**config.mk**
```make
export PLATFORM = sky130hd
export DESIGN_NAME = mvne_ram
export DESIGN_NICKNAME = d
export VERILOG_FILES = /design/src/hw/rtl/mvne_ram.sv
export SDC_FILE = /design/constraint.sdc
export NUM_CORES = 1
export LEC_CHECK = 0
export ABC_AREA = 0
export BUFFER_PORTS_ARGS = -buffer_cell sky130_fd_sc_hd__buf_2
export CAP_MARGIN = 10
export CORE_MARGIN = 5
export CORE_UTILIZATION = 50
export CTS_BUF_LIST = sky130_fd_sc_hd__clkbuf_4 sky130_fd_sc_hd__clkbuf_8
export DETAILED_ROUTE_END_ITERATION = 10
export PLACE_DENSITY = 0.79
export SETUP_SLACK_MARGIN = 0.2
export SLEW_MARGIN = 20
export SYNTH_ARGS = -nofsm -noshare
export SYNTH_HDL_FRONTEND = slang
export SYNTH_SLANG_ARGS = --single-unit
```
**constraint.sdc**
```tcl
create_clock -name clock -period 2.3 [get_ports clock]
set_input_delay 0.23 -clock clock [delete_from_list [all_inputs] [get_ports clock]]
set_output_delay 0.23 -clock clock [all_outputs]
set_load 0.05 [all_outputs]
```
**src/hw/rtl/mvne_ram.sv**
```systemverilog
// Generic simple dual-port RAM with one write port and a registered read port.
// Stand-alone; used for the vertex store and the accumulator store.
`default_nettype none

module mvne_ram #(
   parameter int WIDTH = 8,
   parameter int DEPTH = 16
) (
   input  wire logic                     clock,
   input  wire logic                     wr_en,
   input  wire logic [$clog2(DEPTH)-1:0] wr_addr,
   input  wire logic [WIDTH-1:0]         wr_data,
   input  wire logic [$clog2(DEPTH)-1:0] rd_addr,
   output logic      [WIDTH-1:0]         rd_data
);

   logic [WIDTH-1:0] mem [DEPTH];

   always_ff @(posedge clock) begin
      if (wr_en) begin
         mem[wr_addr] <= wr_data;
      end
      rd_data <= mem[rd_addr];
   end

endmodule

`default_nettype wire

```
==> metrics.cfg <==
[synthesis]
netlist.top_cell.by_area=sky130_fd_sc_hd__edfxtp_1
post_synth_inst_count=229
yosys_warnings=0
synth-seq-area-share=0.778
synth.cell_area_mm2=0.00515
netlist.area_leader.share=0.747
synth_nets=247
synth.avg_cell_area_um2=22.5
yosys.cell_types.count=19
synth_top_cells_by_area=sky130_fd_sc_hd__edfxtp_1 (75%), sky130_fd_sc_hd__mux4_2 (7.9%), sky130_fd_sc_hd__mux4_1 (7.1%)
postSynthRegisterBits=136

[placement]
post-place-ws_ns=0.557
io_buffers=25
gp_routability_congestion=0.863
place_area_mm2=0.00552
dp_hpwl_um=6320

[clocking]
post_cts.resized_instances=0
cts_buffer_depth=2
root_buffer_cell=sky130_fd_sc_hd__clkbuf_8
clk-insertion-delay-late_ns=0.43
tritoncts_num_sinks=136
h-tree-depth=4
cts_tree=done
post-cts-setup-buffers=0
tritoncts.num_buffers=17
cts-hold-fix-buffers=0
clk_pin_slew_ns=0.09

[detailed_routing]
drtAntennaViolNets=0
detail_route.vias_per_cell=5.65
first_pass_iters=5
route.vias.total=2441
routed_len_inst_um=22.1
final_routed_drc_violation_total=0
initialDrtViolationCount=253
drt_wl_total_um=9530

[finish]
layout.cell_area.non_filler_mm2=0.00598
layout_commonest_cell=sky130_fd_sc_hd__edfxtp_1
design.final.nets=301
area_growth_syn_to_layout_pct=16.2
insertedDiodeCount=0
most-common-layout-cells=sky130_fd_sc_hd__edfxtp_1 (128), sky130_fd_sc_hd__buf_2 (25), sky130_fd_sc_hd__buf_4 (19)
n_fill_cell=739
drive_gt1_frac=0.324

[run_status]
run_status=finished, final reports clean

[sta]
final-setup-viol-count=0
clock-skew-final_ns=0.0165
timing_worst_slew_pin_value_ns=0.654
fmax_ghz=0.713
timing.slew.headroom=0.563
setup_tns_final_ns=0
final_slew_violations=0
unrepaired_setup_endpoints_after_global_routing=no
timing.final.crit_period_ns=1.40
finalHoldViolCount=0
final.setup.worst_slack_ns=0.898
post-route-period-util=0.610

[critical_path]
rr_worst_depth=3
critPathBufInv=0
worstPathCellList=mux4_1 -> a22oi_1 -> nand2_1
critical_path_depth=3
crit-reg2reg-capture=rd_data[5]
crit_path_end_kind=flip-flop
critical_path_class=flip-flop to flip-flop
largest_stage_delay_on_the_critical_path_ns=0.51
rr_startpoint=mem[1][5]
worst-path-max-fanout=1
cp_top_family=multiplexers
crit_path_end=rd_data[5]
worst-endpoint-arrival_ns=1.72
required_ns=2.62
cp-start-kind=flip-flop
timing.reg2reg.setup_slack_ns=0.90
critPathSlowestCell=sky130_fd_sc_hd__mux4_1
setup.worst_path.start=mem[1][5]

[pwr]
p_int_mw=4.19
leakage_nw=2.03
swShare=0.211
sequentialPowerShare=0.524
peakVddDrop_v=0.000740
powerDensity_mw_per_mm2=888
clock_power_share=0.418
logic_pwr_share=0.058
total_switching_power_mw=1.12

[floorplan]
floorplan.die.width_um=111
floorplan.rows=37
placeableCoreArea_mm2=0.0102
die_area_mm2=0.0124
initial_core_utilization=0.505
num_io_pins=26
chip_height_um=111

[global_routing]
antenna_found_initial=0
largest_net_degree_at_the_start_of_global_routing=33
vias_in_the_first_global_route=2566
total_global_route_track_usage=0.163
grt_pass1_wl_um=14800
globalRouteOverflowTotal=0

[min_path]
hold_path_class=primary input to flip-flop

[job]
max_cap_violations=0

[worst reg2reg max path, stage by stage, from the launching register on]
cell and delay, ns:
sky130_fd_sc_hd__edfxtp_1 0.36, sky130_fd_sc_hd__mux4_1 0.51, sky130_fd_sc_hd__a22oi_1 0.34, sky130_fd_sc_hd__nand2_1 0.09
[cell type report]
class | instances | area (um2) | area share
Multi-Input combinational cell | 83 | 1060 | 0.177
Sequential cell | 136 | 4000 | 0.669
Clock buffer | 18 | 241 | 0.0404
Timing Repair Buffer | 45 | 288 | 0.0481
Clock inverter | 14 | 221 | 0.0370
Tap cell | 136 | 170 | 0.0284
[flip-flops by register name, indices dropped and copies added (netlist names)]
name     flops
rd_data      8
mem        128
[worst min path at each step]
| stage | depth (start not counted) | endpoint | slack, ns | start |
|---|---|---|---|---|
| 3_3_place_gp | 1 | mem[4][2] | 0.62 | wr_data[2] |
| 6_report | 1 | mem[9][5] | 0.19 | wr_data[5] |
| 3_5_place_dp | 1 | mem[11][1] | 0.64 | wr_data[1] |
| 5_1_grt | 1 | mem[11][1] | 0.16 | wr_data[1] |
| 4_1_cts | 1 | mem[11][1] | 0.16 | wr_data[1] |
| 2_1_floorplan | 0 | mem[0][0] | 0.33 | wr_data[0] |
[kinds of logic (layout without fill, tap and decap cells)]
logic type      after synthesis  after routing  share of synthesized area
mux                          32             32                      0.150
buf+inv                      10             77                     0.0168
compound gates               16             16                     0.0233
simple gates                 35             35                     0.0318
flops                       136            136                      0.778
[cell usage after synthesis]
master,number
sky130_fd_sc_hd__edfxtp_1,128
sky130_fd_sc_hd__mux4_2,18
sky130_fd_sc_hd__a22oi_1,16
sky130_fd_sc_hd__mux4_1,14
sky130_fd_sc_hd__nor2_1,13
sky130_fd_sc_hd__nand2_1,9
sky130_fd_sc_hd__dfxtp_1,8
sky130_fd_sc_hd__nor3_1,4
sky130_fd_sc_hd__buf_2,3
sky130_fd_sc_hd__buf_6,3
sky130_fd_sc_hd__clkdlybuf4s25_2,3
sky130_fd_sc_hd__nand2b_1,2
sky130_fd_sc_hd__nand3b_1,2
sky130_fd_sc_hd__and2_1,1
sky130_fd_sc_hd__and2b_1,1
sky130_fd_sc_hd__buf_4,1
sky130_fd_sc_hd__nand3_1,1
sky130_fd_sc_hd__nor2b_1,1
sky130_fd_sc_hd__or3b_2,1
[per-layer routing]
layer	global-route usage	wire (um)	vias up	part of all wire
met1	0.231	4070	1240	0.43
met3	0.0418	728	12	0.076
met4	0.0649	113	0	0.012
li1	-	-	1081	-
met2	0.245	4620	108	0.48
met5	0	0	-	0
[metrics by stage]
stage,instances,hold slack (ns),power [mW],util
6_report,432,0.187,5.31,0.587
5_1_grt,432,0.156,5.51,0.587
4_1_cts,432,0.164,5.35,0.587
3_5_place_dp,400,0.635,3.15,0.542
3_3_place_gp,400,0.621,3.14,0.542
2_1_floorplan,229,0.329,3.03,-
[power by group through the flow]
| stage | clock, mW | sequential, mW | combinational [mW] |
|---|---|---|---|
| finish | 2.22 | 2.78 | 0.309 |
| global route | 2.39 | 2.79 | 0.332 |
| CTS | 2.25 | 2.78 | 0.312 |
| detailed placement | 0 | 2.84 | 0.312 |
| global placement | 0 | 2.84 | 0.305 |
| floorplan | 0 | 2.89 | 0.141 |
Note: power is estimated with default switching activity, not from simulation.
